### src/rtl/assert_macros.svh
// Assertion macros used by the top-level RTL file of the RMC sentence parser.
// No dependencies; the NO_ASSERTIONS define strips every assertion.
`ifndef ASSERT_MACROS_SVH
`define ASSERT_MACROS_SVH

`ifndef NO_ASSERTIONS
`define NRMC_ASSERT(lbl, clk, rst, prop) \
   lbl: assert property (@(posedge clk) disable iff (rst) prop) \
      else $error("assertion failed");
`define NRMC_ASSERT_ALWAYS(lbl, clk, prop) \
   lbl: assert property (@(posedge clk) prop) else $error("assertion failed");
`else
`define NRMC_ASSERT(lbl, clk, rst, prop)
`define NRMC_ASSERT_ALWAYS(lbl, clk, prop)
`endif

`endif

### src/rtl/nrmc_pkg.sv
// Types and constants for the NMEA RMC checksum and time parser.
// Used by nrmc_parse and the top level; no dependencies.
package nrmc_pkg;

   localparam int MAX_FIELDS = 50;
   localparam int MAX_LINE   = 200;

   localparam logic [7:0] CHAR_STAR  = 8'h2A;
   localparam logic [7:0] CHAR_COMMA = 8'h2C;
   localparam logic [7:0] CHAR_VOID  = 8'h56;

   localparam logic [4:0] ZONE_RESET = 5'd8;
   localparam logic [7:0] HOURS_WRAP = 8'd24;

   typedef enum logic [2:0] {
      VERDICT_OK         = 3'd0,
      VERDICT_BAD_FRAME  = 3'd1,
      VERDICT_NOT_RMC    = 3'd2,
      VERDICT_VOID       = 3'd3,
      VERDICT_SHORT_TIME = 3'd4
   } verdict_type;

   typedef struct packed {
      logic [6:0]  seconds;
      logic [6:0]  minutes;
      logic [4:0]  local_hours;
      verdict_type verdict;
   } result_type;

   // Expected text of the first field, one character per position.
   function automatic logic [7:0] type_text(input logic [2:0] idx);
      logic [7:0] ch;
      case (idx)
         3'd0:    ch = 8'h24;  // '$'
         3'd1:    ch = 8'h47;  // 'G'
         3'd2:    ch = 8'h50;  // 'P'
         3'd3:    ch = 8'h52;  // 'R'
         3'd4:    ch = 8'h4D;  // 'M'
         3'd5:    ch = 8'h43;  // 'C'
         default: ch = 8'h00;
      endcase
      return ch;
   endfunction

endpackage

### src/rtl/nrmc_parse.sv
// Per-character parse state and end-of-sentence verdict logic.
// Depends on nrmc_pkg; the state advances only when step is high.
module nrmc_parse
   import nrmc_pkg::*;
(
   input  logic       clock,
   input  logic       reset,
   input  logic       step,
   input  logic [7:0] char_in,
   input  logic       last_in,
   input  logic [4:0] zone_offset,
   output result_type result
);

   typedef struct packed {
      logic [7:0]      char_position;
      logic [5:0]      field_number;
      logic [7:0]      char_in_field;
      logic [7:0]      running_xor;
      logic            after_star;
      logic [7:0]      given_checksum;
      logic [1:0]      hex_digit_count;
      logic            type_matches;
      logic            status_void;
      logic [5:0][3:0] time_digits;
      logic            malformed;
      logic            time_complete;
   } parse_type;

   localparam parse_type PARSE_CLEAR = '{
      char_position:   8'd0,
      field_number:    6'd0,
      char_in_field:   8'd0,
      running_xor:     8'd0,
      after_star:      1'b0,
      given_checksum:  8'd0,
      hex_digit_count: 2'd0,
      type_matches:    1'b1,
      status_void:     1'b0,
      time_digits:     '0,
      malformed:       1'b0,
      time_complete:   1'b0
   };

   localparam logic [5:0] LAST_FIELD = 6'(MAX_FIELDS - 1);
   localparam logic [7:0] LINE_LIMIT = 8'(MAX_LINE - 1);

   parse_type state_ff;
   parse_type state_in;

   // Returns the nibble value in the low bits and a valid flag on top.
   function automatic logic [4:0] hex_value(input logic [7:0] c);
      logic [4:0] v;
      if (c inside {[8'h30:8'h39]}) begin
         v = {1'b1, c[3:0]};
      end else if (c inside {[8'h41:8'h46], [8'h61:8'h66]}) begin
         v = {1'b1, c[3:0] + 4'd9};
      end else begin
         v = 5'd0;
      end
      return v;
   endfunction

   function automatic parse_type close_field(input parse_type s);
      parse_type r;
      r = s;
      if (s.field_number == 6'd0 && s.char_in_field != 8'd6) begin
         r.type_matches = 1'b0;
      end
      if (s.field_number == 6'd1 && s.char_in_field >= 8'd6) begin
         r.time_complete = 1'b1;
      end
      if (s.field_number < LAST_FIELD) begin
         r.field_number  = s.field_number + 6'd1;
         r.char_in_field = 8'd0;
      end
      return r;
   endfunction

   function automatic parse_type field_char(input parse_type s, input logic [7:0] c);
      parse_type r;
      r = s;
      if (s.field_number == 6'd0) begin
         if (s.char_in_field >= 8'd6 || type_text(s.char_in_field[2:0]) != c) begin
            r.type_matches = 1'b0;
         end
      end else if (s.field_number == 6'd1) begin
         if (s.char_in_field < 8'd6) begin
            if (c inside {[8'h30:8'h39]}) begin
               r.time_digits[s.char_in_field[2:0]] = c[3:0];
            end else begin
               r.malformed = 1'b1;
            end
         end
      end else if (s.field_number == 6'd2) begin
         r.status_void = (s.char_in_field == 8'd0) && (c == CHAR_VOID);
      end
      if (s.char_in_field != 8'd255) begin
         r.char_in_field = s.char_in_field + 8'd1;
      end
      return r;
   endfunction

   function automatic logic [6:0] two_digits(input logic [3:0] tens, input logic [3:0] ones);
      return ({3'd0, tens} << 3) + ({3'd0, tens} << 1) + {3'd0, ones};
   endfunction

   parse_type  s;
   parse_type  s_end;
   logic [4:0] hex;
   logic [7:0] hour_sum;

   always_comb begin
      s        = state_ff;
      hex      = hex_value(char_in);
      hour_sum = 8'd0;
      result   = '{seconds: 7'd0, minutes: 7'd0, local_hours: 5'd0,
                   verdict: VERDICT_BAD_FRAME};

      if (state_ff.char_position >= LINE_LIMIT) begin
         s.malformed = 1'b1;
      end

      if (state_ff.after_star) begin
         if (!hex[4] || state_ff.hex_digit_count == 2'd2) begin
            s.malformed = 1'b1;
         end else begin
            s.given_checksum  = {state_ff.given_checksum[3:0], hex[3:0]};
            s.hex_digit_count = state_ff.hex_digit_count + 2'd1;
         end
      end else if (state_ff.char_position == 8'd0) begin
         // The leading character only takes part in the type comparison.
         s = field_char(s, char_in);
      end else if (char_in == CHAR_STAR) begin
         s.after_star = 1'b1;
         s = close_field(s);
      end else begin
         s.running_xor = state_ff.running_xor ^ char_in;
         if (char_in == CHAR_COMMA) begin
            s = close_field(s);
         end else begin
            s = field_char(s, char_in);
         end
      end

      if (state_ff.char_position != 8'd255) begin
         s.char_position = state_ff.char_position + 8'd1;
      end

      // The end of the sentence also closes a field that is still open.
      s_end = s;
      if (!s_end.after_star) begin
         s_end = close_field(s_end);
      end

      if (s_end.malformed || !s_end.after_star || s_end.hex_digit_count != 2'd2 ||
          s_end.running_xor != s_end.given_checksum) begin
         result.verdict = VERDICT_BAD_FRAME;
      end else if (s_end.status_void) begin
         result.verdict = VERDICT_VOID;
      end else if (!s_end.type_matches) begin
         result.verdict = VERDICT_NOT_RMC;
      end else if (!s_end.time_complete) begin
         result.verdict = VERDICT_SHORT_TIME;
      end else begin
         result.verdict = VERDICT_OK;
         // Sum is at most 130, so three conditional subtracts reduce it mod 24.
         hour_sum = {1'b0, two_digits(s_end.time_digits[0], s_end.time_digits[1])}
                  + {3'd0, zone_offset};
         if (hour_sum >= 8'd96) hour_sum = hour_sum - 8'd96;
         if (hour_sum >= 8'd48) hour_sum = hour_sum - 8'd48;
         if (hour_sum >= HOURS_WRAP) hour_sum = hour_sum - HOURS_WRAP;
         result.local_hours = hour_sum[4:0];
         result.minutes     = two_digits(s_end.time_digits[2], s_end.time_digits[3]);
         result.seconds     = two_digits(s_end.time_digits[4], s_end.time_digits[5]);
      end

      state_in = last_in ? PARSE_CLEAR : s;
   end

   always_ff @(posedge clock) begin
      if (reset) begin
         state_ff <= PARSE_CLEAR;
      end else if (step) begin
         state_ff <= state_in;
      end
   end

endmodule

### src/rtl/nmea_rmc_checksum_time_parser_unit.sv
// A result appears on rsp_tvalid once the last character has passed the character and result registers.
// Throughput: one character per cycle; the character register feeds the parse logic
// and the result register in a single pass, so a new request is taken every cycle unless a last character is held.
// A finished result waiting on rsp_tready stalls only end-of-sentence characters.
// Reset (synchronous, active high) clears the parse state, empties both
// registers and sets the zone offset to 8 hours.
`include "assert_macros.svh"

module nmea_rmc_checksum_time_parser_unit
   import nrmc_pkg::*;
(
   input  logic        clock,
   input  logic        reset,
   input  logic        req_tvalid,
   output logic        req_tready,
   input  logic [7:0]  req_tdata,   // [7:0] sentence_char
   input  logic        req_tlast,   // sentence_end
   output logic        rsp_tvalid,
   input  logic        rsp_tready,
   output logic [23:0] rsp_tdata,   // [2:0] verdict, [7:3] local_hours,
                                    // [14:8] minutes, [21:15] seconds, rest zero
   input  logic        csr_we,
   input  logic [4:0]  csr_wdata    // zone_offset_hours
);

   logic       in_valid_ff, in_valid_in;
   logic [7:0] in_char_ff;
   logic       in_last_ff;
   logic       rsp_valid_ff, rsp_valid_in;
   result_type rsp_data_ff;
   result_type result;
   logic [4:0] zone_ff;
   logic       step;
   logic       req_take;

   // A middle character needs no room at the output; a last one does.
   assign step       = in_valid_ff && (!in_last_ff || !rsp_valid_ff || rsp_tready);
   assign req_tready = !in_valid_ff || step;
   assign req_take   = req_tvalid && req_tready;

   assign in_valid_in  = req_take ? 1'b1 : (step ? 1'b0 : in_valid_ff);
   assign rsp_valid_in = (step && in_last_ff) ? 1'b1 : (rsp_tready ? 1'b0 : rsp_valid_ff);

   nrmc_parse u_parse (
      .clock       (clock),
      .reset       (reset),
      .step        (step),
      .char_in     (in_char_ff),
      .last_in     (in_last_ff),
      .zone_offset (zone_ff),
      .result      (result)
   );

   always_ff @(posedge clock) begin
      if (reset) begin
         in_valid_ff  <= 1'b0;
         rsp_valid_ff <= 1'b0;
         zone_ff      <= ZONE_RESET;
      end else begin
         in_valid_ff  <= in_valid_in;
         rsp_valid_ff <= rsp_valid_in;
         if (csr_we) begin
            zone_ff <= csr_wdata;
         end
      end
   end

   always_ff @(posedge clock) begin
      if (req_take) begin
         in_char_ff <= req_tdata;
         in_last_ff <= req_tlast;
      end
      if (step && in_last_ff) begin
         rsp_data_ff <= result;
      end
   end

   assign rsp_tvalid = rsp_valid_ff;
   assign rsp_tdata  = {2'b00, rsp_data_ff};

   `NRMC_ASSERT(a_rsp_from_last, clock, reset, $rose(rsp_valid_ff) |-> $past(step && in_last_ff))
   `NRMC_ASSERT(a_reject_no_time, clock, reset, (rsp_valid_ff && rsp_data_ff.verdict != VERDICT_OK) |-> (rsp_data_ff.local_hours == 5'd0 && rsp_data_ff.minutes == 7'd0 && rsp_data_ff.seconds == 7'd0))
   `NRMC_ASSERT(a_hours_wrapped, clock, reset, rsp_valid_ff |-> (rsp_data_ff.local_hours < 5'd24))
   `NRMC_ASSERT(a_in_reg_held, clock, reset, (in_valid_ff && !step) |=> (in_valid_ff && $stable(in_char_ff) && $stable(in_last_ff)))

endmodule
### config.mk
export PLATFORM = sky130hd
export DESIGN_NAME = nmea_rmc_checksum_time_parser_unit
export DESIGN_NICKNAME = d
export VERILOG_FILES = /design/src/rtl/nrmc_pkg.sv /design/src/rtl/nrmc_parse.sv /design/src/rtl/nmea_rmc_checksum_time_parser_unit.sv
export VERILOG_INCLUDE_DIRS = /design/src /design/src/rtl
export SDC_FILE = /design/constraint.sdc
export NUM_CORES = 1
export LEC_CHECK = 0
export BUFFER_PORTS_ARGS = -buffer_cell sky130_fd_sc_hd__clkbuf_2
export CAP_MARGIN = 10
export CORE_UTILIZATION = 45
export DETAILED_ROUTE_END_ITERATION = 8
export PLACE_DENSITY_LB_ADDON = 0.15
export SLEW_MARGIN = 10
export SYNTH_ARGS = -nofsm -noshare
export SYNTH_HDL_FRONTEND = slang
export SYNTH_SLANG_ARGS = --single-unit
### constraint.sdc
create_clock -name clock -period 12.3 [get_ports clock]
set_input_delay 1.23 -clock clock [delete_from_list [all_inputs] [get_ports clock]]
set_output_delay 1.23 -clock clock [all_outputs]
set_load 0.02 [all_outputs]
Yosys cells after proc, flatten, opt, wreduce, memory -nomap -nowiden
Index checks and enable logic that the tools add are counted.
Storage, ports and cells
  output and inout port bits: 26
  memories kept: 0
  ROM bits: 0
  latch bits: 0
  flip-flop bits (word level): 107
  memory bits (writable): 0
Cells by class
  reduce and logical (&&, ||, !) cells: 37
  $lt $le $gt $ge: 16
  add/sub/neg operators: 15
  shift-type cells: 0
  bitwise operators: 3
  $mul: 0
  equality and inequality tests: 20
  div/mod/pow operators: 0
  mux-type cells: 62
Operators with widths (count)
  $mux W61: 3
  $mux W8: 19
  $mux W69: 1
  $mux W26: 2
  $mux W25: 2
  $pmux W7 S6: 1
  $mux W39: 1
  $bwmux W24: 1
  $ge A8 B7 Y1 const B: 3
  $mux W24: 1
  $ne A8 B8 Y1: 3
  $mux W23: 1
  $add A7 B4 Y7: 3
  $add A7 B5 Y7: 3
  $mux W10: 2
  $mux W1: 19
  $add A8 B1 Y8 const B: 2
  $eq A8 B6 Y1 const B: 2
  $ge A8 B3 Y1 const B: 2
  $ge A8 B6 Y1 const B: 2
  $le A8 B7 Y1 const B: 2
  $logic_not A8 Y1: 2
  $ne A8 B3 Y1 const B: 2
  $ne A8 B8 Y1 const B: 2
  other kinds (39): 72

Longest topological paths before layout
Gate-level depths: netlist (run 1).
  depth in word-level cells: 36
  mapped depth: 30
  mapped depth without buffers: 26

Cells and area by module
From an unflattened synthesis (run 1), not the netlist that was laid out.
Second synthesis, totals
  cell total of the unflattened synthesis: 814
  area, all modules: 7040.5 µm²
By module, submodules not included
  nrmc_parse: seq. area each 1381.3 µm², times used 1, area each 5795.6 µm², cells an instance 752
  nmea_rmc_checksum_time_parser_unit: seq. area each 1071.0 µm², times used 1, area each 1244.9 µm², cells an instance 62

Worst setup path before layout (run 1)
OpenSTA, ideal clock, no wires.
  kind: reg2reg
  from: reg in_char_ff[0]
  to: reg rsp_data_ff (netlist bit rsp_tdata[6]), data pin
  cell stages (with the launch flop): 29
  arrival time: 5527 ps
  period minus slack after synthesis: 5785 ps
  setup slack: 6515 ps
  library setup time: 258 ps
  path through: edfxtp_1 clkbuf_1 inv_1 ha_1 mux2i_1 nor2b_1 and3_1 buf_2 nor2_1 and3_1 and2_1 clkbuf_1 mux2_2 ha_1 ha_1 fa_1 a21o_1 a21oi_1 o21ai_0 and2_1 buf_6 xnor2_1 nand2_1 o21ai_0 ha_1 or2_2 o221a_2 mux2i_1 nor3_2
On the way
  word-level cells in the longest chain between the ends: 28
  elaborated cells between the ends (all ways): 84
  classes of those cells: 7 x add/sub; 10 x order compare; 9 x eq/ne; 38 x mux; 3 x bitwise; 17 x reduce/logical
RTL lines
  start: declaration: RTL line nmea_rmc_checksum_time_parser_unit.sv:27  | logic [7:0] in_char_ff;
  start signal: assignment: RTL line nmea_rmc_checksum_time_parser_unit.sv:70  | in_char_ff <= req_tdata;
  $ge A8 B6 Y1 or $le A8 B6 Y1 (tied branches): RTL line nrmc_parse.sv:54, nrmc_parse.sv:89
  $logic_and A1 B1 Y1: RTL line nrmc_parse.sv:54, nrmc_parse.sv:89
  $mux W24: RTL line nrmc_parse.sv:89  | if (c inside {[8'h30:8'h39]}) begin
  $mux W25: RTL line nrmc_parse.sv:88  | if (s.char_in_field < 8'd6) begin
  $mux W25: RTL line nrmc_parse.sv:87  | end else if (s.field_number == 6'd1) begin
  $mux W26: RTL line nrmc_parse.sv:83  | if (s.field_number == 6'd0) begin
  $mux W61: RTL line nrmc_parse.sv:139  | if (char_in == CHAR_COMMA) begin
  $mux W61: RTL line nrmc_parse.sv:134  | end else if (char_in == CHAR_STAR) begin
  [... 12 more ...]
  $sub A8 B6 Y8 or $ge A8 B6 Y1 (tied branches): RTL line nrmc_parse.sv:171  | if (hour_sum >= 8'd48) hour_sum = hour_sum - 8'd48;
  $mux W8: RTL line nrmc_parse.sv:171
  $mux W8: RTL line nrmc_parse.sv:163  | end else if (!s_end.time_complete) begin
  $mux W8: RTL line nrmc_parse.sv:161  | end else if (!s_end.type_matches) begin
  $mux W8: RTL line nrmc_parse.sv:159  | end else if (s_end.status_void) begin
  $mux W8: RTL line nrmc_parse.sv:156  | if (s_end.malformed || !s_end.after_star || s_end.hex_digit_count != 2'd2 ||
  $ge A8 B5 Y1 or $sub A5 B5 Y5 (tied branches): RTL line nrmc_parse.sv:172  | if (hour_sum >= HOURS_WRAP) hour_sum = hour_sum - HOURS_WRAP;
  $mux W5: RTL line nrmc_parse.sv:172
  end signal: assignment: RTL line nmea_rmc_checksum_time_parser_unit.sv:74  | rsp_data_ff <= result;
  end: declaration: RTL line nmea_rmc_checksum_time_parser_unit.sv:30  | result_type rsp_data_ff;
Parallel ways exist; a longest one is shown, timed or not. The select of a mux whose other input is x is not followed.
A chain may end at the register's enable or synchronous reset.

Worst setup path in the final report (run 1)
Same ends and word-level chain as after synthesis.

==> results of run 1 <==
-- registers in the layout (all words and copies together) (netlist names) --
register          flops
u_parse.state_ff     69
rsp_tdata            22
in_char_ff            8
zone_ff               5
in_last_ff            1
in_valid_ff           1
rsp_tvalid            1
-- metal layers --
metal  GRT usage [%]  vias up  share of wire, %
li1                -     2912                 -
met1            29.7     2815                46
met5               0        -                 0
met4            7.56        0               2.2
met3            3.14       26               5.5
met2            37.8      180                46
-- how the worst max path moves through the flow --
stage	start	end	slack [ns]	depth (start not counted)
after global placement	in_char_ff[0]	rsp_tdata[6]	5.84	24
after floorplan	in_char_ff[0]	rsp_tdata[6]	6.51	28
after global routing	in_char_ff[0]	rsp_tdata[6]	5.08	24
after CTS	in_char_ff[0]	rsp_tdata[6]	5.55	24
after detailed placement	in_char_ff[0]	rsp_tdata[6]	5.59	24
final	in_char_ff[0]	rsp_tdata[6]	5.52	24
-- worst max-delay path, delay by kind of cell, from the launching register on --
kind            cells  cell delay, ns
compound gates      5            0.96
xor+xnor            1            0.15
fa+ha+maj           5            1.57
buf+inv             1            0.35
flops               1            0.79
mux                 3            0.73
simple gates        9            1.91
-- area by class of cell --
| type | count | area (sq um) |
|---|---|---|
| clock inverter | 6 | 80.1 |
| inverter | 30 | 113 |
| sequential | 107 | 2450 |
| timing repair buffer | 47 | 248 |
| tap | 211 | 264 |
| fill | 1477 | 7610 |
| clock buffer | 10 | 229 |
| multi-input combinational | 619 | 4320 |
-- placed cells by master (no fill, tap or decap), types with 10 or more instances in the layout --
master,count
sky130_fd_sc_hd__mux2i_1,26
sky130_fd_sc_hd__nor3_2,11
sky130_fd_sc_hd__a21oi_1,55
sky130_fd_sc_hd__xnor2_1,28
sky130_fd_sc_hd__or3_1,12
sky130_fd_sc_hd__a22oi_1,33
sky130_fd_sc_hd__edfxtp_1,31
sky130_fd_sc_hd__inv_1,30
sky130_fd_sc_hd__a21o_1,11
sky130_fd_sc_hd__a31oi_1,12
sky130_fd_sc_hd__mux2_2,11
sky130_fd_sc_hd__nor3_1,16
sky130_fd_sc_hd__clkbuf_2,42
sky130_fd_sc_hd__ha_1,48
sky130_fd_sc_hd__xor2_1,16
sky130_fd_sc_hd__dfxtp_1,76
sky130_fd_sc_hd__nor2_1,94
sky130_fd_sc_hd__nand3_1,20
sky130_fd_sc_hd__nand4_1,10
sky130_fd_sc_hd__o21ai_0,28
sky130_fd_sc_hd__nand2_1,62
-- where the power goes --
part | internal [mW] | total, mW | leakage, nW | switching, mW
sequential | 0.366 | 0.376 | 0.939 | 0.00984
clock | 0.177 | 0.307 | 0.148 | 0.130
combinational | 0.0167 | 0.0495 | 2.16 | 0.0328
-- logic make-up (layout without fill, tap and decap cells) --
group,Yosys count,count (layout)
and+or+nand+nor,301,301
DFF,107,107
other,1,2
AOI/OAI and AO/OA,180,180
muxes,37,37
adders and majority gates,55,55
buffers and inverters,76,93
xor gates and xnor gates,44,44
-- stage by stage --
stage	std cells	hold WS, ns	total power [mW]	util [%]	area, sq um
finish	1030	0.453	0.732	50.3	7700
global route	1030	0.483	0.758	50.3	7700
CTS	1030	0.456	0.739	50.3	7700
detailed placement	1014	0.438	0.433	48.3	7390
global placement	1014	0.428	0.432	48.3	7390
floorplan	802	0.418	0.416	-	7100
==> out/results.tsv, run 1 <==
stage	metric	value	unit
sta	Fmax	148	MHz
logic_synthesis	synthesis warning total	0	
floorplanning	top-level I/O count	45	
grt	remaining global-route overflow	0	
worst_hold_path	Cells on Worst Hold Path	2	
logic_synthesis	fraction of synthesized cell area in xor and xnor cells	5.43	%
worst_setup_path	peak fanout along the critical path	19	
status	outcome	finished, final reports clean	
worst_setup_path	standard cell with the maximum stage delay on the critical path	sky130_fd_sc_hd__edfxtp_1	
place	final weighted congestion of routability-driven global placement	0.855	
worst_hold_path	Min-Delay Endpoint	u_parse.state_ff[14]	
floorplanning	height of the chip	128	um
grt	total routing resource utilization after global routing	22.5	%
grt	antenna violations before repair	0	
place	worst slack, placed	5.59	ns
route	Via density	5.76	
worst_setup_path	Worst setup EP type	flop	
sta	Hold Fails Final Rpt	0	
power	PwrDens	95.1	mW/mm^2
worst_setup_path	most used cell along the critical path	sky130_fd_sc_hd__ha_1	
clocking	clock latency on the worst-skew pair	0.35	ns
logic_synthesis	gate count of the mapped netlist	801	
clocking	clock tree from TritonCTS	yes	
sta	max-slew headroom at the worst pin	24.0	%
logic_synthesis	combinational family with the most area after synthesis	simple AND/OR/NAND/NOR gates	
grt	vias in the first global route	5716	
sta	worst slew pin tran	1.13	ns
logic_synthesis	cell taking the most area after synthesis	sky130_fd_sc_hd__dfxtp_1	
worst_setup_path	crit start category	flop	
clocking	CTS buffer count	9	
clocking	Clock Root Buffer	sky130_fd_sc_hd__clkbuf_16	
power	maximum vdd drop	0.0702	mV
job	max-cap violations	0	
worst_setup_path	logic depth of the worst register-to-register path	24	
floorplanning	die area	0.0163	sq mm
logic_synthesis	number of flops mapped to enable cells by yosys	31	
logic_synthesis	Synth async-reset ratio	0	%
worst_setup_path	Setup Crit Path Kind	flop to flop	
route	average detailed-routed wire length per instance	16.9	um
place	placed wire-length estimate after detailed placement	12500	um
logic_synthesis	basic-gate share of the synthesized area counting and, or, nand and nor cells	22.7	%
sta	max-slew violation count	0	
clocking	Num Clock Sinks	107	
power	cell leakage power	3.25	nW
sta	Final period util	55.1	%
clocking	Post-CTS Setup Repair Bufs	0	
sta	minimum period implied by the final worst setup slack	6.78	ns
logic_synthesis	number of distinct library cells after synthesis	72	
route	DRT iter0 DRCs	332	
grt	first-pass GRT wire length	28900	um
worst_setup_path	internal reg-to-reg setup slack	5.52	ns
sta	RSZ-0062 raised after global routing	no	
floorplanning	initial cell density of the core	46.3	%
clocking	H-tree levels	3	
logic_synthesis	proportion of synthesized chip area in sequential cells	34.6	%
worst_setup_path	critical path arrival	6.83	ns
route	via count	5933	
worst_hold_path	beginning of the worst hold path	u_parse.state_ff[14]	
logic_synthesis	flip-flop and latch count after synthesis	107	
sta	Layout Skew	0.00932	ns
route	number of detailed-routing iterations run before antenna repair	5	
sta	final sum of negative setup slack	0	ns
floorplanning	area of the core region	0.0153	sq mm
floorplanning	width of the die	128	um
worst_setup_path	list of cells traversed by the critical path	inv_1 -> ha_1 -> mux2i_1 -> nor2b_1 -> and3_1 -> nor2_1 -> and3_1 -> and2_1 -> mux2_2 -> ha_1 -> ha_1 -> fa_1 -> a21o_1 -> a21oi_1 -> o21ai_0 -> and2_1 -> xnor2_1 -> nand2_1 -> o21ai_0 -> ha_1 -> or2_2 -> o221a_2 -> mux2i_1 -> nor3_2	
logic_synthesis	cell types occupying the most area after synthesis	sky130_fd_sc_hd__dfxtp_1 21%, sky130_fd_sc_hd__edfxtp_1 13%, sky130_fd_sc_hd__ha_1 8.5%, sky130_fd_sc_hd__nor2_1 5.1%, sky130_fd_sc_hd__a21oi_1 3.9%	
logic_synthesis	most frequent cells after synthesis	96 x sky130_fd_sc_hd__nor2_1, 76 x sky130_fd_sc_hd__dfxtp_1, 62 x sky130_fd_sc_hd__nand2_1	
cells_and_area	number of antenna repair diodes	0	
clocking	Clock Pin Slew Worst Setup and Hold Paths	0.07	ns
logic_synthesis	fraction of the mapped netlist area in compound gates	16.6	%
worst_hold_path	path type of the worst min-delay path	flop to flop	
cells_and_area	number of nets at the end of the flow	888	
clocking	Clock Path Buffers	2	
sta	setup ws final	5.52	ns
worst_setup_path	CP required	12.36	ns
logic_synthesis	most repeated cell in the gate-level netlist after synthesis	sky130_fd_sc_hd__nor2_1	
logic_synthesis	adder and majority cell fraction of the synthesized area	10.4	%
clocking	post-cts repair resize count	0	
logic_synthesis	Primary FF master, synth	sky130_fd_sc_hd__dfxtp_1	
route	number of nets with antenna violations after routing	0	
worst_setup_path	largest stage delay on the critical path	0.79	ns
worst_setup_path	r2r endpoint	rsp_tdata[6]	
route	overall routed net length	17400	um
cells_and_area	synthesis-to-finish area growth	8.59	%
clocking	hold-fix buffer count after cts	0	
route	# DRC	0	
cells_and_area	share of post-route cells with drive strength above 1	12.8	%
place	count of port buffers added during placement	42	
logic_synthesis	cell area after synthesis	0.00709	sq mm
logic_synthesis	multiplexer area fraction after synthesis	5.42	%
sta	setup violation total in the final timing report	0	
floorplanning	Row Count	45	
grt	largest net degree at the start of global routing	68	
logic_synthesis	mean cell area of the mapped netlist	8.85	sq um
worst_setup_path	startpoint of the lowest-slack register-to-register path	in_char_ff[0]	
logic_synthesis	proportion of netlist area held by the largest area contributor	21.5	%
(Power assumes the default switching activity.)
==> run 2: changes to the inputs <==
- ABC_AREA: not set -> 1
- clock period: 12.3 -> 6.49 ns (I/O delays scaled with it)
==> run 2 against run 1 <==
Effect of this change:
- register-to-register slack worse by 4.5 ns
- wire length is 4.3% lower
- synthesized cell count rose by 23%
- combinational power increased by 110%
- hold slack improved by 0.0069 ns
- clock power increased by 94%
- sequential share of layout area shrank 0.48 points
- critical endpoint unchanged
- largest power group unchanged
==> out/results.tsv, run 2 <==
stage	metric	value	unit
cells_and_area	Non-Filler Instances	1230	
place	final weighted congestion of routability-driven global placement	0.844	
grt	vias in the first global route	5701	
route	DRT iter0 DRCs	384	
cells_and_area	share of post-route cells with drive strength above 1	12.7	%
place	Placement Cell Area	0.00750	sq mm
logic_synthesis	cell types occupying the most area after synthesis	sky130_fd_sc_hd__dfxtp_1 21%, sky130_fd_sc_hd__nand2_1 13%, sky130_fd_sc_hd__edfxtp_1 13%, sky130_fd_sc_hd__ha_1 8.4%, sky130_fd_sc_hd__a21oi_1 6.4%	
logic_synthesis	most frequent cells after synthesis	257 x sky130_fd_sc_hd__nand2_1, 120 x sky130_fd_sc_hd__inv_1, 92 x sky130_fd_sc_hd__nor2_1	
worst_setup_path	CP required	6.60	ns
clocking	CTS buffer count	9	
grt	total routing resource utilization after global routing	21.7	%
cells_and_area	synthesis-to-finish area growth	9.32	%
cells_and_area	area used by multi-input combinational logic	0.00408	sq mm
cells_and_area	number of antenna repair diodes	0	
sta	max-slew headroom at the worst pin	16.8	%
worst_setup_path	crit start category	flop	
route	number of detailed-routing iterations run before antenna repair	5	
sta	worst hold margin	0.459	ns
cells_and_area	Post-Layout Inst Area	0.00782	sq mm
worst_setup_path	most used cell along the critical path	sky130_fd_sc_hd__inv_1	
logic_synthesis	synthesis warning total	0	
logic_synthesis	number of flops mapped to enable cells by yosys	31	
cells_and_area	leading cell type in the layout, fill and taps excluded	sky130_fd_sc_hd__nand2_1	
power	maximum vdd drop	0.178	mV
cells_and_area	most used cells in the layout excluding fill and tap cells	257 x sky130_fd_sc_hd__nand2_1, 120 x sky130_fd_sc_hd__inv_1, 91 x sky130_fd_sc_hd__nor2_1, 91 x sky130_fd_sc_hd__a21oi_1, 76 x sky130_fd_sc_hd__dfxtp_1	
cells_and_area	number of flip-flops in the largest register	69	
grt	antenna violations before repair	0	
floorplanning	die area	0.0164	sq mm
route	Via density	5.00	
clocking	H-tree levels	3	
sta	Hold Fails Final Rpt	0	
floorplanning	Row Count	45	
place	placed wire-length estimate after detailed placement	12300	um
clocking	clock tree from TritonCTS	yes	
clocking	post-cts repair resize count	0	
route	met2 WL	7580	um
clocking	Clock Path Buffers	2	
clocking	hold-fix buffer count after cts	0	
route	routed length on met1	8220	um
sta	Layout Skew	0.0106	ns
worst_setup_path	critical path arrival	5.55	ns
floorplanning	width of the die	128	um
cells_and_area	Reg area	0.00245	sq mm
route	top layer in use	met4	
place	worst slack, placed	1.13	ns
power	total power consumption of the routed design	1.41	mW
floorplanning	area of the core region	0.0154	sq mm
worst_setup_path	standard cell with the maximum stage delay on the critical path	sky130_fd_sc_hd__fa_1	
sta	RSZ-0062 raised after global routing	no	
logic_synthesis	proportion of netlist area held by the largest area contributor	21.3	%
cells_and_area	Biggest register	u_parse.state_ff	
sta	max-slew violation count	0	
logic_synthesis	gate count of the mapped netlist	986	
floorplanning	height of the chip	128	um
logic_synthesis	cell area after synthesis	0.00715	sq mm
job	max-cap violations	0	
floorplanning	initial cell density of the core	46.5	%
logic_synthesis	Primary FF master, synth	sky130_fd_sc_hd__dfxtp_1	
clocking	Num Clock Sinks	107	
route	met3 layer wire length in the routed design	596	um
power	PwrDens	180	mW/mm^2
logic_synthesis	proportion of synthesized chip area in sequential cells	34.3	%
logic_synthesis	most repeated cell in the gate-level netlist after synthesis	sky130_fd_sc_hd__nand2_1	
worst_setup_path	logic depth of the worst register-to-register path	33	
sta	setup ws final	1.05	ns
route	# DRC	0	
logic_synthesis	mean cell area of the mapped netlist	7.25	sq um
route	average detailed-routed wire length per instance	13.6	um
sta	Fmax	184	MHz
worst_hold_path	Cells on Worst Hold Path	1	
worst_setup_path	Setup Crit Path Kind	flop to flop	
floorplanning	top-level I/O count	45	
worst_setup_path	peak fanout along the critical path	7	
worst_setup_path	largest stage delay on the critical path	0.55	ns
route	via count	6147	
logic_synthesis	Synth async-reset ratio	0	%
power	cell leakage power	3.36	nW
logic_synthesis	cell taking the most area after synthesis	sky130_fd_sc_hd__dfxtp_1	
sta	worst slew pin tran	1.25	ns
route	number of nets with antenna violations after routing	0	
cells_and_area	number of nets at the end of the flow	1088	
status	outcome	finished, final reports clean	
grt	first-pass GRT wire length	27900	um
sta	final sum of negative setup slack	0	ns
logic_synthesis	number of distinct library cells after synthesis	55	
clocking	clock latency on the worst-skew pair	0.36	ns
sta	Final period util	83.8	%
place	cell count after placement	1214	
sta	minimum period implied by the final worst setup slack	5.44	ns
cells_and_area	fraction of the core area covered by cells at the end of the flow	50.9	%
clocking	Clock Pin Slew Worst Setup and Hold Paths	0.07	ns
logic_synthesis	flip-flop and latch count after synthesis	107	
route	overall routed net length	16700	um
grt	largest net degree at the start of global routing	62	
place	count of port buffers added during placement	42	
clocking	Post-CTS Setup Repair Bufs	0	
clocking	Clock Root Buffer	sky130_fd_sc_hd__clkbuf_16	
grt	remaining global-route overflow	0	
worst_setup_path	Worst setup EP type	flop	
cells_and_area	Fillers	1546	
worst_hold_path	path type of the worst min-delay path	input pin to flop	
sta	setup violation total in the final timing report	0	
-- run 2: cell types whose count changed in the layout (fill, tap and decap cells not counted), sizes merged, moves of 12 or more --
cell   previous run  this run
nand3            20        67
nor2             96       110
nand2            63       270
mux2i            26         1
xnor2            28         5
a21oi            55        97
a22oi            33         0
nor3             27        12
or3              12         0
inv              30       128
-- run 2: per-layer routing --
metal  up-vias  GRT usage [%]
li1       3240              -
met1      2775           29.0
met2       113           35.2
met3        19           4.59
met4         0           5.88
met5         -              0
-- run 2: worst max-delay path, delay by kind of cell (launching register included) --
kind / cells / cell delay [ns]
adder cells (fa/ha/maj): 5 / 1.74
AND/OR/NAND/NOR: 16 / 1.47
AO/OA/AOI/OAI: 4 / 0.75
buffers and inverters: 8 / 0.74
flip-flops: 1 / 0.49
-- run 2: cell families (layout without fill, tap and decap cells) --
kind of cell,Yosys count,count (layout),share of synthesized area (%)
other cells,1,2,0.0524
xor+xnor,20,20,2.66
buf+inv,156,188,8.80
simple gates,490,490,31.2
fa+ha+maj,55,55,10.4
mux,1,1,0.140
flops,107,107,34.3
compound gates,156,156,12.5
-- run 2: cell type report --
cell class | instances | share of cell area (%)
multi-input cells | 724 | 52.2
flip-flops and latches | 107 | 31.4
inverters | 128 | 6.14
well taps | 211 | 3.38
clock buffers | 9 | 2.88
repair buffers | 44 | 2.88
clock inverters | 7 | 1.15
-- run 2: path summary, 6_finish.rpt --
check / start / slack, ns / end
worst min register to register: u_parse.state_ff[37] / 0.46 / u_parse.state_ff[37]
worst min-delay path: req_tdata[7] / 0.46 / in_char_ff[7]
worst max register to register: in_char_ff[1] / 1.05 / rsp_tdata[6]
worst max-delay path: in_char_ff[1] / 1.05 / rsp_tdata[6]
-- run 2: where the power goes --
part / leakage (nW) / internal (mW) / switching (mW)
combinational: 2.31 / 0.0290 / 0.0734
clock: 0.153 / 0.337 / 0.260
sequential: 0.899 / 0.697 / 0.0119
==> run 3: changes to the inputs <==
- clock period: 6.49 -> 5 ns (I/O delays scaled with it)
==> run 3 against run 2 <==
Effect of this change:
- wire length is 5.6% higher
- final cell count is 4.1% higher
- via count is 4.1% higher
- critical endpoint unchanged
- largest cell class unchanged
==> out/results.tsv, run 3 (synthesis gave the netlist of run 2 again) <==
stage	metric	value	unit
sta	minimum period implied by the final worst setup slack	4.74	ns
grt	remaining global-route overflow	0	
worst_setup_path	Setup Crit Path Kind	flop to flop	
floorplanning	initial cell density of the core	46.5	%
worst_setup_path	crit start category	flop	
worst_setup_path	critical path arrival	4.86	ns
power	share of total power consumed by net switching	25.4	%
clocking	Clock Path Buffers	2	
power	net switching component of the power	459	uW
worst_setup_path	Buf+Inv Stages, Crit Path	7	
place	Placement Cell Area	0.00779	sq mm
cells_and_area	most used cells in the layout excluding fill and tap cells	255 x sky130_fd_sc_hd__nand2_1, 114 x sky130_fd_sc_hd__inv_1, 89 x sky130_fd_sc_hd__nor2_1	
grt	first-pass GRT wire length	28700	um
worst_setup_path	largest stage delay on the critical path	0.55	ns
power	Clock Power Share	40.4	%
route	via count	6402	
route	overall routed net length	17600	um
sta	Final period util	94.9	%
cells_and_area	Non-Filler Instances	1281	
worst_setup_path	standard cell with the maximum stage delay on the critical path	sky130_fd_sc_hd__fa_2	
worst_setup_path	gate family responsible for the most delay along the worst path	adder cells	
worst_setup_path	peak fanout along the critical path	5	
floorplanning	height of the chip	128	um
sta	max-slew headroom at the worst pin	32.0	%
grt	vias in the first global route	5867	
floorplanning	die area	0.0164	sq mm
sta	Layout Skew	0.0103	ns
power	power share of the sequential group	50.7	%
worst_hold_path	path type of the worst min-delay path	input pin to flop	
cells_and_area	Post-Layout Inst Area	0.00835	sq mm
clocking	CTS buffer count	9	
status	outcome	finished, final reports clean	
power	internal portion of total power	1.35	mW
floorplanning	top-level I/O count	45	
clocking	Clock Root Buffer	sky130_fd_sc_hd__clkbuf_16	
power	maximum vdd drop	0.220	mV
cells_and_area	number of nets at the end of the flow	1139	
worst_setup_path	most used cell along the critical path	sky130_fd_sc_hd__nand2_1	
route	average detailed-routed wire length per instance	13.7	um
cells_and_area	Biggest register	u_parse.state_ff	
place	final weighted congestion of routability-driven global placement	0.881	
floorplanning	width of the die	128	um
worst_setup_path	CP required	5.11	ns
job	max-cap violations	0	
route	DRT iter0 DRCs	367	
cells_and_area	share of post-route cells with drive strength above 1	19.6	%
cells_and_area	synthesis-to-finish area growth	16.8	%
sta	worst slew pin tran	1.02	ns
power	Comb pwr share	8.9	%
power	cell leakage power	3.60	nW
clocking	clock tree from TritonCTS	yes	
sta	max-slew violation count	0	
cells_and_area	leading cell type in the layout, fill and taps excluded	sky130_fd_sc_hd__nand2_1	
clocking	hold-fix buffer count after cts	0	
cells_and_area	number of flip-flops in the largest register	69	
clocking	Num Clock Sinks	107	
floorplanning	Row Count	45	
route	Via density	5.00	
clocking	Clock Pin Slew Worst Setup and Hold Paths	0.07	ns
floorplanning	area of the core region	0.0154	sq mm
route	# DRC	0	
cells_and_area	number of antenna repair diodes	0	
sta	Fmax	211	MHz
clocking	clock latency on the worst-skew pair	0.36	ns
power	PwrDens	216	mW/mm^2
clocking	H-tree levels	3	
cells_and_area	Fillers	1516	
grt	antenna violations before repair	0	
place	cell count after placement	1252	
grt	total routing resource utilization after global routing	22.2	%
sta	setup violation total in the final timing report	0	
route	number of nets with antenna violations after routing	0	
place	placed wire-length estimate after detailed placement	12700	um
grt	largest net degree at the start of global routing	62	
place	count of port buffers added during placement	42	
sta	Hold Fails Final Rpt	0	
worst_setup_path	Worst setup EP type	flop	
route	number of detailed-routing iterations run before antenna repair	5	
==> run 3: changes by cell type in the layout (fill, tap and decap cells not counted), moves of 3 or more <==
| cell | delta |
|---|---|
| sky130_fd_sc_hd__nand3_1 | -7 |
| sky130_fd_sc_hd__inv_2 | +6 |
| sky130_fd_sc_hd__ha_4 | +3 |
| sky130_fd_sc_hd__buf_4 | +50 |
| sky130_fd_sc_hd__ha_1 | -5 |
| sky130_fd_sc_hd__nand3_2 | +5 |
| sky130_fd_sc_hd__o21ai_2 | +3 |
| sky130_fd_sc_hd__inv_1 | -6 |
| sky130_fd_sc_hd__a21oi_1 | -4 |
| sky130_fd_sc_hd__a21oi_2 | +4 |
==> run 3: path summary, 6_finish.rpt <==
| path | depth (start not counted) | from | slack [ns] | end |
|---|---|---|---|---|
| setup / recovery | 31 | in_char_ff[1] | 0.26 | rsp_tdata[6] |
| hold / removal | 1 | req_tdata[3] | 0.32 | in_char_ff[3] |
| setup reg to reg | 31 | in_char_ff[1] | 0.26 | rsp_tdata[6] |
| hold reg to reg | 2 | u_parse.state_ff[2] | 0.47 | u_parse.state_ff[2] |
==> run 3: area by class of cell <==
| type | instances | area [sq um] | area share, % |
|---|---|---|---|
| clock buffer | 11 | 233 | 2.79 |
| multi-input combinational | 724 | 4250 | 50.8 |
| tap | 211 | 264 | 3.16 |
| inverter | 128 | 480 | 5.75 |
| timing repair buffer | 95 | 616 | 7.37 |
| clock inverter | 5 | 60.1 | 0.719 |
| sequential | 107 | 2450 | 29.4 |
==> run 3: stage by stage <==
step | utilization (%) | TNS, ns | total power, mW | setup slack, ns | hold WS, ns
after floorplan | - | 0 | 1.03 | 0.112 | 0.433
after global placement | 50.7 | 0 | 1.09 | 0.0999 | 0.453
after detailed placement | 50.7 | -0.0472 | 1.09 | -0.0413 | 0.456
after CTS | 52.6 | 0 | 1.82 | 0.0537 | 0.302
after global routing | 54.3 | -0.114 | 1.87 | -0.0696 | 0.305
final | 54.3 | 0 | 1.81 | 0.257 | 0.315
==> run 3: worst register-to-register path: cells and delay by family (launching register included) <==
family          cells  cell delay [ns]
fa+ha+maj           5             1.70
simple gates       15             1.33
compound gates      4             0.57
buf+inv             7             0.51
flops               1             0.40
==> run 3: routing by layer <==
layer	up-vias	share of wire, %	global-route usage, %
li1	3351	-	-
met1	2894	47	29.1
met2	138	47	37.1
met3	19	4.6	3.51
met4	0	1.7	7.06
met5	-	0	0
==> run 3: power by group through the flow <==
stage | Clock [mW] | Sequential [mW] | Combinational (mW)
2_1_floorplan | 0 | 0.940 | 0.0911
3_5_place_dp | 0 | 0.936 | 0.150
6_report | 0.730 | 0.917 | 0.162
3_3_place_gp | 0 | 0.936 | 0.150
5_1_grt | 0.773 | 0.919 | 0.178
4_1_cts | 0.749 | 0.916 | 0.151
==> run 3: timing repair <==
item | in CTS | in global routing
setup endpoints to repair | 2 | 2
hold endpoints to repair | 0 | 0
setup buffers | 0 | 13
pin swaps | 0 | 17
gates resized for setup | 2 | 41
